===== src/rtl/core/chc_pkg.sv =====
`default_nettype none
package chc_pkg;
  localparam int DataW = 16;
  localparam int HeadW = 9;
  localparam int CntW = 8;
  localparam int ThrW = 15;
  localparam int AccW = 26;   // angle in degrees, 16 fraction bits, signed headroom
  localparam int MaxSteps = 24;
  localparam logic [AccW-1:0] Deg180 = AccW'(180 * 65536);
  localparam logic [AccW-1:0] Deg360 = AccW'(360 * 65536);

  localparam logic [0:0] CfgCalSamples = 1'b0;
  localparam logic [0:0] CfgLevelThr = 1'b1;

  // atan(2^-i) in degrees, Q16, rounded to nearest
  function automatic logic [21:0] atan_q16(input logic [4:0] i);
    logic [21:0] r;
    begin
      case (i)
        5'd0: r = 22'd2949120; 5'd1: r = 22'd1740967; 5'd2: r = 22'd919879;
        5'd3: r = 22'd466945;  5'd4: r = 22'd234379;  5'd5: r = 22'd117304;
        5'd6: r = 22'd58666;   5'd7: r = 22'd29335;   5'd8: r = 22'd14668;
        5'd9: r = 22'd7334;    5'd10: r = 22'd3667;   5'd11: r = 22'd1833;
        5'd12: r = 22'd917;    5'd13: r = 22'd458;    5'd14: r = 22'd229;
        5'd15: r = 22'd115;    5'd16: r = 22'd57;     5'd17: r = 22'd29;
        5'd18: r = 22'd14;     5'd19: r = 22'd7;      5'd20: r = 22'd4;
        5'd21: r = 22'd2;      5'd22: r = 22'd1;
        default: r = 22'd0;
      endcase
      return r;
    end
  endfunction
endpackage
`default_nettype wire


===== src/rtl/core/chc_if.sv =====
`default_nettype none
interface chc_in_if;
  logic valid;
  logic ready;
  logic signed [15:0] mag_x;
  logic signed [15:0] mag_y;
  logic signed [15:0] accel_x;
  logic signed [15:0] accel_y;
  modport source (output valid, mag_x, mag_y, accel_x, accel_y, input ready);
  modport sink (input valid, mag_x, mag_y, accel_x, accel_y, output ready);
endinterface

interface chc_out_if;
  logic valid;
  logic ready;
  logic calibrating;
  logic [7:0] samples_seen;
  logic [8:0] heading_deg;
  logic is_level;
  modport source (output valid, calibrating, samples_seen, heading_deg, is_level,
                  input ready);
  modport sink (input valid, calibrating, samples_seen, heading_deg, is_level,
                output ready);
endinterface
`default_nettype wire


===== src/rtl/core/chc_mul.sv =====
`default_nettype none
// Serial shift-add multiplier: unsigned magnitude, one multiplier bit per cycle.
module chc_mul #(
  parameter int AW = 18,
  parameter int BW = 17
) (
  input  wire logic          clk,
  input  wire logic          rst_n,
  input  wire logic          start,
  input  wire logic [AW-1:0] a,
  input  wire logic [BW-1:0] b,
  output logic               done,
  output logic [AW+BW-1:0]   prod
);
  localparam int CW = $clog2(BW + 1);
  logic [AW+BW-1:0] acc_r, acc_nxt;
  logic [AW+BW-1:0] a_r, a_nxt;
  logic [BW-1:0]    b_r, b_nxt;
  logic [CW-1:0]    cnt_r, cnt_nxt;
  logic             busy_r, busy_nxt;
  logic             done_r, done_nxt;

  always_comb begin
    acc_nxt = acc_r; a_nxt = a_r; b_nxt = b_r; cnt_nxt = cnt_r; busy_nxt = busy_r;
    done_nxt = 1'b0;
    if (start) begin
      acc_nxt = '0; a_nxt = (AW+BW)'(a); b_nxt = b; cnt_nxt = '0; busy_nxt = 1'b1;
    end else if (busy_r) begin
      if (b_r[0]) acc_nxt = acc_r + a_r;
      a_nxt = a_r << 1;
      b_nxt = b_r >> 1;
      cnt_nxt = cnt_r + 1'b1;
      // last bit: flag done once the final partial sum is in acc_r
      if (cnt_r == CW'(BW - 1)) begin
        busy_nxt = 1'b0; done_nxt = 1'b1;
      end
    end
  end
  assign done = done_r;
  assign prod = acc_r;

  always_ff @(posedge clk) begin
    if (!rst_n) begin
      busy_r <= 1'b0; cnt_r <= '0; done_r <= 1'b0;
    end else begin
      busy_r <= busy_nxt; cnt_r <= cnt_nxt; done_r <= done_nxt;
    end
    acc_r <= acc_nxt; a_r <= a_nxt; b_r <= b_nxt;
  end
endmodule
`default_nettype wire


===== src/rtl/core/chc_cordic.sv =====
`default_nettype none
// Iterative vectoring CORDIC, one micro-rotation per cycle, output in whole degrees.
module chc_cordic #(
  parameter int Steps = 16,
  parameter int VW = 56
) (
  input  wire logic                 clk,
  input  wire logic                 rst_n,
  input  wire logic                 start,
  input  wire logic signed [VW-1:0] x_in,
  input  wire logic signed [VW-1:0] y_in,
  output logic                      done,
  output logic [chc_pkg::HeadW-1:0] deg
);
  localparam int SW = $clog2(Steps + 1);
  localparam int AW = chc_pkg::AccW;
  logic signed [VW-1:0] x_r, x_nxt, y_r, y_nxt, xs, ys;
  logic signed [AW-1:0] z_r, z_nxt, za;
  logic [SW-1:0] i_r, i_nxt;
  logic busy_r, busy_nxt, fin_r, fin_nxt;
  logic [AW-1:0] zw;

  always_comb begin
    x_nxt = x_r; y_nxt = y_r; z_nxt = z_r; i_nxt = i_r; busy_nxt = busy_r;
    fin_nxt = 1'b0;
    xs = x_r >>> i_r;
    ys = y_r >>> i_r;
    za = AW'($signed({1'b0, chc_pkg::atan_q16(5'(i_r))}));
    if (start) begin
      // fold left half-plane first
      if (x_in < 0) begin
        x_nxt = -x_in; y_nxt = -y_in; z_nxt = chc_pkg::Deg180;
      end else begin
        x_nxt = x_in; y_nxt = y_in; z_nxt = '0;
      end
      i_nxt = '0; busy_nxt = 1'b1;
    end else if (busy_r) begin
      if (y_r >= 0) begin
        x_nxt = x_r + ys; y_nxt = y_r - xs; z_nxt = z_r + za;
      end else begin
        x_nxt = x_r - ys; y_nxt = y_r + xs; z_nxt = z_r - za;
      end
      i_nxt = i_r + 1'b1;
      if (i_r == SW'(Steps - 1)) begin
        busy_nxt = 1'b0; fin_nxt = 1'b1;
      end
    end
    // wrap into [0,360)
    if (z_r < 0) zw = z_r + chc_pkg::Deg360;
    else if (z_r >= $signed(chc_pkg::Deg360)) zw = z_r - chc_pkg::Deg360;
    else zw = z_r;
  end
  assign done = fin_r;
  assign deg = zw[16 +: chc_pkg::HeadW];

  always_ff @(posedge clk) begin
    if (!rst_n) begin
      busy_r <= 1'b0; fin_r <= 1'b0; i_r <= '0;
    end else begin
      busy_r <= busy_nxt; fin_r <= fin_nxt; i_r <= i_nxt;
    end
    x_r <= x_nxt; y_r <= y_nxt; z_r <= z_nxt;
  end
endmodule
`default_nettype wire


===== src/rtl/core/compass_heading_calibrated_unit.sv =====
`default_nettype none
// Compass heading unit with hard-iron calibration. Each accepted word gives one
// result word, and one word is in flight at a time: the input is ready only while
// the sequencer is idle and the result register is empty. The first cal_samples
// words update the per-axis min/max and load their result at the accepting edge,
// so such words skip the sequencer. A later word whose corrected vector is zero
// repeats the last heading, loaded through S_PREP and S_OUT. Any other word runs
// two serial 18x17 multiplies side by side (one bit per cycle) and then
// CORDIC_STEPS iterations of a single CORDIC micro-rotation unit; its result is
// loaded from S_OUT once the CORDIC is done. The next word is taken only after
// the result register has been emptied.
module compass_heading_calibrated_unit #(
  parameter int CORDIC_STEPS = 16
) (
  input  wire logic       clk,
  input  wire logic       rst_n,
  chc_in_if.sink          in_ch,
  chc_out_if.source       out_ch,
  input  wire logic       cfg_we,
  input  wire logic       cfg_index,
  input  wire logic [14:0] cfg_data
);
  localparam int DW = chc_pkg::DataW;
  localparam int PW = 35;   // 18-bit magnitude times 17-bit range
  localparam int VW = PW + 1 + 16 + 3;

  typedef enum logic [4:0] {
    S_IDLE = 5'b00001, S_PREP = 5'b00010, S_MUL = 5'b00100,
    S_CORD = 5'b01000, S_OUT = 5'b10000
  } state_t;

  state_t state_r, state_nxt;
  logic [7:0]  cal_r;
  logic [14:0] thr_r;
  logic signed [DW-1:0] xmax_r, xmin_r, ymax_r, ymin_r;
  logic [7:0]  cnt_r;
  logic [8:0]  last_r;
  logic signed [DW-1:0] mx_r, my_r;
  logic lvl_r;
  logic o_valid_r, o_cal_r, o_lvl_r;
  logic [7:0] o_seen_r;
  logic [8:0] o_head_r;
  logic sx_r, sy_r;
  logic mul_start, mx_done, my_done, cd_start, cd_done;
  logic [PW-1:0] px, py;
  logic [8:0] cd_deg;
  logic signed [VW-1:0] vx, vy;
  logic signed [DW:0] ax_ext, ay_ext, thr_ext;
  logic in_cal, in_acc;
  logic [16:0] rxw, ryw, rxs, rys;
  logic signed [17:0] dx2w, dy2w;
  logic [17:0] dx2m, dy2m;

  assign in_ch.ready = (state_r == S_IDLE) && !o_valid_r;
  assign in_acc = in_ch.valid && in_ch.ready;
  assign out_ch.valid = o_valid_r;
  assign out_ch.calibrating = o_cal_r;
  assign out_ch.samples_seen = o_seen_r;
  assign out_ch.heading_deg = o_head_r;
  assign out_ch.is_level = o_lvl_r;

  // level check on the incoming word
  assign ax_ext = (DW+1)'(in_ch.accel_x);
  assign ay_ext = (DW+1)'(in_ch.accel_y);
  assign thr_ext = $signed({2'b00, thr_r});
  assign in_cal = cnt_r < cal_r;

  // offset and range from the stored extremes
  assign rxw = 17'(18'(xmax_r) - 18'(xmin_r));
  assign ryw = 17'(18'(ymax_r) - 18'(ymin_r));
  assign dx2w = 18'({mx_r[DW-1], mx_r, 1'b0}) - (18'(xmax_r) + 18'(xmin_r));
  assign dy2w = 18'({my_r[DW-1], my_r, 1'b0}) - (18'(ymax_r) + 18'(ymin_r));

  // multiplier operands: magnitudes, a zero range replaced by 2
  assign dx2m = dx2w[17] ? 18'(-dx2w) : 18'(dx2w);
  assign dy2m = dy2w[17] ? 18'(-dy2w) : 18'(dy2w);
  assign rxs = (rxw == '0) ? 17'd2 : rxw;
  assign rys = (ryw == '0) ? 17'd2 : ryw;

  assign mul_start = (state_r == S_PREP);
  chc_mul #(.AW(18), .BW(17)) u_mul_x (
    .clk(clk), .rst_n(rst_n), .start(mul_start),
    .a(dx2m), .b(rys), .done(mx_done), .prod(px)
  );
  chc_mul #(.AW(18), .BW(17)) u_mul_y (
    .clk(clk), .rst_n(rst_n), .start(mul_start),
    .a(dy2m), .b(rxs), .done(my_done), .prod(py)
  );

  // X = dx2*ry, Y = -dy2*rx, both scaled by 2^16
  assign vx = sx_r ? -$signed({(VW-PW-16)'(0), px, 16'd0})
                   : $signed({(VW-PW-16)'(0), px, 16'd0});
  assign vy = sy_r ? $signed({(VW-PW-16)'(0), py, 16'd0})
                   : -$signed({(VW-PW-16)'(0), py, 16'd0});
  assign cd_start = (state_r == S_MUL) && mx_done && my_done;

  chc_cordic #(.Steps(CORDIC_STEPS), .VW(VW)) u_cordic (
    .clk(clk), .rst_n(rst_n), .start(cd_start), .x_in(vx), .y_in(vy),
    .done(cd_done), .deg(cd_deg)
  );

  // sequencer
  always_comb begin
    state_nxt = state_r;
    case (state_r)
      S_IDLE: if (in_acc && !in_cal) state_nxt = S_PREP;
      S_PREP: begin
        if (dx2w == '0 && dy2w == '0) state_nxt = S_OUT;
        else state_nxt = S_MUL;
      end
      S_MUL:  if (mx_done && my_done) state_nxt = S_CORD;
      S_CORD: if (cd_done) state_nxt = S_OUT;
      S_OUT:  if (!o_valid_r || out_ch.ready) state_nxt = S_IDLE;
      default: state_nxt = S_IDLE;
    endcase
  end

  always_ff @(posedge clk) begin
    if (!rst_n) begin
      state_r <= S_IDLE;
      cal_r <= 8'd200; thr_r <= 15'd100;
      xmax_r <= '0; xmin_r <= '0; ymax_r <= '0; ymin_r <= '0;
      cnt_r <= '0; last_r <= '0; o_valid_r <= 1'b0;
    end else begin
      state_r <= state_nxt;
      if (cfg_we) begin
        case (cfg_index)
          chc_pkg::CfgCalSamples: cal_r <= cfg_data[7:0];
          chc_pkg::CfgLevelThr:   thr_r <= cfg_data;
          default: ;
        endcase
      end
      // result valid: loaded by either path, cleared when taken
      if (state_r == S_OUT && (!o_valid_r || out_ch.ready)) begin
        o_valid_r <= 1'b1;
      end else if (in_acc && in_cal) begin
        o_valid_r <= 1'b1;
      end else if (o_valid_r && out_ch.ready) begin
        o_valid_r <= 1'b0;
      end
      if (in_acc) begin
        mx_r <= in_ch.mag_x; my_r <= in_ch.mag_y;
        lvl_r <= (ax_ext < thr_ext) && (ax_ext > -thr_ext) &&
                 (ay_ext < thr_ext) && (ay_ext > -thr_ext);
        if (in_cal) begin
          if (in_ch.mag_x > xmax_r) xmax_r <= in_ch.mag_x;
          if (in_ch.mag_x < xmin_r) xmin_r <= in_ch.mag_x;
          if (in_ch.mag_y > ymax_r) ymax_r <= in_ch.mag_y;
          if (in_ch.mag_y < ymin_r) ymin_r <= in_ch.mag_y;
          cnt_r <= cnt_r + 8'd1;
          // result goes straight to the (empty) output register
          o_cal_r <= 1'b1; o_head_r <= '0;
          o_seen_r <= (cnt_r + 8'd1 < cal_r) ? cnt_r + 8'd1 : cal_r;
          o_lvl_r <= (ax_ext < thr_ext) && (ax_ext > -thr_ext) &&
                     (ay_ext < thr_ext) && (ay_ext > -thr_ext);
        end
      end
      if (state_r == S_PREP) begin
        sx_r <= dx2w[17]; sy_r <= dy2w[17];
      end
      if (state_r == S_CORD && cd_done) last_r <= cd_deg;
      if (state_r == S_OUT && (!o_valid_r || out_ch.ready)) begin
        o_cal_r <= 1'b0; o_head_r <= last_r;
        o_seen_r <= (cnt_r < cal_r) ? cnt_r : cal_r;
        o_lvl_r <= lvl_r;
      end
    end
  end

  assert property (@(posedge clk) disable iff (!rst_n)
    cd_start |-> state_r == S_MUL) else $error("cordic started outside multiply");
  assert property (@(posedge clk) disable iff (!rst_n)
    (state_r == S_OUT) |=> (state_r == S_OUT || state_r == S_IDLE))
    else $error("bad exit from output state");
  assert property (@(posedge clk) disable iff (!rst_n)
    (out_ch.valid && !out_ch.ready) |=> out_ch.valid)
    else $error("result dropped");
  assert property (@(posedge clk) disable iff (!rst_n)
    in_ch.ready |-> !out_ch.valid)
    else $error("input taken while a result is pending");
endmodule
`default_nettype wire

===== src/flat_wrapper.sv =====
// flat-port wrapper written by rule: the top's interface ports become plain ports
module compass_heading_calibrated_unit_flat 
#(
  parameter int CORDIC_STEPS = 16
)
  (clk, rst_n, cfg_we, cfg_index, cfg_data, in_ch_valid, in_ch_mag_x, in_ch_mag_y, in_ch_accel_x, in_ch_accel_y, in_ch_ready, out_ch_valid, out_ch_calibrating, out_ch_samples_seen, out_ch_heading_deg, out_ch_is_level, out_ch_ready);
  chc_in_if in_ch_i ();
  chc_out_if out_ch_i ();
  input  wire logic clk;
  input  wire logic rst_n;
  input  wire logic cfg_we;
  input  wire logic cfg_index;
  input  wire logic [14:0] cfg_data;
  input wire logic [$bits(in_ch_i.valid)-1:0] in_ch_valid;
  input wire logic [$bits(in_ch_i.mag_x)-1:0] in_ch_mag_x;
  input wire logic [$bits(in_ch_i.mag_y)-1:0] in_ch_mag_y;
  input wire logic [$bits(in_ch_i.accel_x)-1:0] in_ch_accel_x;
  input wire logic [$bits(in_ch_i.accel_y)-1:0] in_ch_accel_y;
  output wire logic [$bits(in_ch_i.ready)-1:0] in_ch_ready;
  output wire logic [$bits(out_ch_i.valid)-1:0] out_ch_valid;
  output wire logic [$bits(out_ch_i.calibrating)-1:0] out_ch_calibrating;
  output wire logic [$bits(out_ch_i.samples_seen)-1:0] out_ch_samples_seen;
  output wire logic [$bits(out_ch_i.heading_deg)-1:0] out_ch_heading_deg;
  output wire logic [$bits(out_ch_i.is_level)-1:0] out_ch_is_level;
  input wire logic [$bits(out_ch_i.ready)-1:0] out_ch_ready;
  assign in_ch_i.valid = in_ch_valid;
  assign in_ch_i.mag_x = in_ch_mag_x;
  assign in_ch_i.mag_y = in_ch_mag_y;
  assign in_ch_i.accel_x = in_ch_accel_x;
  assign in_ch_i.accel_y = in_ch_accel_y;
  assign in_ch_ready = in_ch_i.ready;
  assign out_ch_valid = out_ch_i.valid;
  assign out_ch_calibrating = out_ch_i.calibrating;
  assign out_ch_samples_seen = out_ch_i.samples_seen;
  assign out_ch_heading_deg = out_ch_i.heading_deg;
  assign out_ch_is_level = out_ch_i.is_level;
  assign out_ch_i.ready = out_ch_ready;
  compass_heading_calibrated_unit #(.CORDIC_STEPS(CORDIC_STEPS)) u_core (.clk(clk), .rst_n(rst_n), .in_ch(in_ch_i), .out_ch(out_ch_i), .cfg_we(cfg_we), .cfg_index(cfg_index), .cfg_data(cfg_data));
endmodule

===== config.mk =====
export PLATFORM = sky130hd
export DESIGN_NAME = compass_heading_calibrated_unit_flat
export DESIGN_NICKNAME = d
export VERILOG_FILES = /design/src/rtl/core/chc_pkg.sv /design/src/rtl/core/chc_if.sv /design/src/rtl/core/chc_mul.sv /design/src/rtl/core/chc_cordic.sv /design/src/rtl/core/compass_heading_calibrated_unit.sv /design/src/flat_wrapper.sv
export SDC_FILE = /design/constraint.sdc
export NUM_CORES = 2
export LEC_CHECK = 0
export ABC_CLOCK_PERIOD_IN_PS = 8400
export BUFFER_PORTS_ARGS = -buffer_cell sky130_fd_sc_hd__buf_2
export CORE_ASPECT_RATIO = 1.4
export CORE_MARGIN = 5
export CORE_UTILIZATION = 45
export DETAILED_ROUTE_END_ITERATION = 8
export SLEW_MARGIN = 20
export SYNTH_ARGS = -nofsm -noshare
export SYNTH_HDL_FRONTEND = slang
export SYNTH_HIERARCHICAL = 1
export SYNTH_SLANG_ARGS = --single-unit
export TNS_END_PERCENT = 20

===== constraint.sdc =====
create_clock -name clk -period 8.4 [get_ports clk]
set_clock_uncertainty 0.1 [all_clocks]
set_input_delay 0.84 -clock clk [delete_from_list [all_inputs] [get_ports clk]]
set_output_delay 0.84 -clock clk [all_outputs]
set_load 0.03 [all_outputs]

==> flow_metrics.env <==
export IMPL_die_h_um=427
export IMPL_worstSetupPathType="flip-flop to flip-flop"
export IMPL_drc=0
export IMPL_core_mm2=0.124
export IMPL_postRouteAntennaNets=0
export IMPL_synthArstFlopShare=0
export IMPL_hp_class="primary input to flip-flop"
export IMPL_crit_fanout=39
export IMPL_htreeDepth=2
export IMPL_place_hpwl_um=146000
export IMPL_layout_drive_gt1_share=0.111
export IMPL_first_pass_iters=8
export IMPL_numCtsBuffers=60
export IMPL_peakVddDrop_v=0.000201
export IMPL_netlist_cell_type_count=124
export IMPL_place_gp_congestion=1.00
export IMPL_p_leak_nw=23.3
export IMPL_rows=153
export IMPL_routedWlPerCell_um=22.8
export IMPL_synthCells=6513
export IMPL_cts_tree="yes"
export IMPL_clockBufferDepth=3
export IMPL_clk_latency_ns=0.70
export IMPL_port_buffers=105
export IMPL_cts_root_buffer="clkbuf_16"
export IMPL_synth_area_per_cell_um2=8.58
export IMPL_whs_ns=0.300
export IMPL_relSlewSlack=0.176
export IMPL_cts_sinks=517
export IMPL_synth_edff_count=260
export IMPL_ios=106
export IMPL_total_power_mw=11.6
export IMPL_grt_pass1_vias=49004
export IMPL_grtUsageTotal=0.275
export IMPL_ys_warn_count=6
export IMPL_syn_cell_area_mm2=0.0559
export IMPL_grt_ovfl_total=0
export IMPL_worst_setup_path_end_kind="flip-flop"
export IMPL_synth_area_top_cells="edfxtp_1 14%, ha_1 11%, dfxtp_1 9.2%"
export IMPL_timing_fmax_mhz=127
export IMPL_area_growth_pct=8.16
export IMPL_nets=7167
export IMPL_worst_pin_slew_ns=1.20
export IMPL_grt_pass1_wl_um=287000
export IMPL_die_w_um=308
export IMPL_rsz0062_at_grt="false"
export IMPL_antenna_found_initial=6
export IMPL_fin_setup_tns_ns=0
export IMPL_path_clk_slew_ns=0.06
export IMPL_post_route_period_util=0.936
export IMPL_yosysSeqAreaShare=0.232
export IMPL_synth_largest_area_cell="edfxtp_1"
export IMPL_post_route_min_period_ns=7.86
export IMPL_outcome="complete, no violations"
export IMPL_cp_data_arrival_time_ns=8.13
export IMPL_ys_flop_type="edfxtp_1"
export IMPL_powerDensity_mw_per_mm2=192
export IMPL_drv_slew=0
export IMPL_startpoint_type="flip-flop"
export IMPL_vias=50217
export IMPL_grt_max_degree=156
export IMPL_hold_viol_final=0
export IMPL_nFillCells=11924
export IMPL_ys_seq_elements=517
export IMPL_yosysTopAreaCellShare=0.140
export IMPL_fin_util=0.488
export IMPL_hold_buffers=0
export IMPL_viasPerCell=6.08
export IMPL_setup_viol=0
export IMPL_max_cap_violations=0
export IMPL_die_area_mm2=0.131
export IMPL_drt_total_wl_um=188000
export IMPL_start_util=0.451
export IMPL_critPathRequiredTime_ns=8.67
export IMPL_drtIter0Drc=3705
[cell families after synthesis]
logic type / Yosys count / share of synthesized area
AOI/OAI and AO/OA: 1759 / 0.204
other: 1 / 0.0000671
muxes: 539 / 0.132
and+or+nand+nor: 2026 / 0.177
xor gates and xnor gates: 576 / 0.0903
buffers and inverters: 587 / 0.0451
DFF: 517 / 0.232
adders and majority gates: 508 / 0.119
[Yosys cell counts, drive strengths merged (108+ instances only)]
library cell    n
nor3          115
o31ai         108
ha            469
mux2          151
mux4          141
mux2i         247
edfxtp        260
nor2          519
xor2          196
o21ai         425
nand3         137
a21o          147
a21oi         487
dfxtp         257
xnor2         380
inv           267
nand2         659
clkbuf        188
buf           131
[power by group]
group          switching (mW)  leakage (nW)  internal (mW)  total [mW]
sequential              0.223          4.44           2.91        3.13
clock                    1.21          1.06           1.67        2.87
combinational            3.35          17.8           2.26        5.61
[layout by cell type, fill, tap and decap left out, types with 51 or more instances in the layout]
master,n
a21o_1,147
clkbuf_16,67
nor3_1,110
xnor2_1,380
nand2_1,655
o21a_1,55
nand3_1,136
inv_1,260
or3_1,62
and3_1,54
dfxtp_1,252
ha_1,469
buf_2,105
nor4_1,55
nor2_1,510
mux4_2,134
a21oi_1,484
nand4_1,74
o31ai_1,105
a211oi_1,53
a31oi_1,52
nand2b_1,78
conb_1,110
o21ai_0,371
mux2i_1,247
mux2_2,147
nor2b_1,61
o21ai_1,51
edfxtp_1,260
xor2_1,196
buf_4,97
[cell type report]
cell class              instances  area, um2  share of cell area
diodes                          2       5.00           0.0000828
clock buffers                  87       1810              0.0300
clock inverters                27        339             0.00561
inverters                     268       1010              0.0167
multi-input cells            5518      40900               0.676
flip-flops and latches        517      13000               0.215
well taps                    1627       2040              0.0337
repair buffers                209       1400              0.0232
[final timing paths]
| kind | cells after the start | startpoint | endpoint | slack (ns) |
|---|---|---|---|---|
| setup / recovery | 25 | u_core/u_cordic/i_r[3] | u_core/u_cordic/y_r[52] | 0.54 |
| hold / removal | 3 | cfg_data[14] | u_core/thr_r[14] | 0.30 |
| setup reg to reg | 25 | u_core/u_cordic/i_r[3] | u_core/u_cordic/y_r[52] | 0.54 |
| hold reg to reg | 2 | u_core/thr_r[3] | u_core/thr_r[3] | 0.36 |
[layer usage]
metal  track usage  part of all wire  wire [um]
met4         0.165             0.073      13600
met3        0.0406             0.054      10200
met1         0.314              0.39      72400
met2         0.485              0.49      91600
met5             0           0.00022         41
[repair_timing]
item | CTS | global route
hold endpoints to repair | 0 | 0
gates resized for setup | 0 | 0
buffers inserted | 0 | 1
endpoints found under the setup margin | 0 | 1
[worst max-delay path, cell delays in order, from the launching register on]
cell and delay (ns):
dfxtp_4 0.77, clkinv_1 0.62, buf_4 0.32, nand2_1 0.27
buf_4 0.27, o22ai_1 0.09, a21oi_1 0.26, nand3_1 0.21
or4b_1 0.69, or3_4 0.44, nor2_1 0.17, a31oi_1 0.12
xor2_1 0.17, ha_1 0.24, a21o_1 0.16, a2111oi_0 0.42
o21ai_0 0.24, and3_1 0.25, a2111o_1 0.43, a21oi_1 0.22
o21ai_0 0.19, a311oi_1 0.33, buf_4 0.19, o21ai_0 0.09
xnor2_1 0.16, o21ai_0 0.10
[through the flow]
| step | instances | area, um2 | setup WS [ns] |
|---|---|---|---|
| 2_1_floorplan | 6622 | 56300 | 0.779 |
| 5_1_grt | 8253 | 60400 | 0.169 |
| 3_5_place_dp | 8138 | 58200 | 0.638 |
| 6_report | 8255 | 60400 | 0.539 |
| 4_1_cts | 8252 | 60400 | 0.575 |
| 3_3_place_gp | 8138 | 58200 | 0.655 |
[sequential cells by signal, summed over array words and instances, names as in the netlist, 15 cells and up]
| name | cells |
|---|---|
| u_core/ymin_r | 16 |
| u_core/mx_r | 16 |
| u_core/u_mul_x/prod | 35 |
| u_core/u_mul_x/b_r | 17 |
| u_core/xmax_r | 16 |
| u_core/u_mul_y/prod | 35 |
| u_core/thr_r | 15 |
| u_core/u_mul_x/a_r | 35 |
| u_core/u_mul_y/b_r | 17 |
| u_core/xmin_r | 16 |
| u_core/ymax_r | 16 |
| u_core/u_cordic/y_r | 55 |
| u_core/u_mul_y/a_r | 35 |
| u_core/u_cordic/z_r | 26 |
| u_core/my_r | 16 |
| u_core/u_cordic/za | 22 |
| u_core/u_cordic/x_r | 55 |
Power figures use the tool's default switching activity.
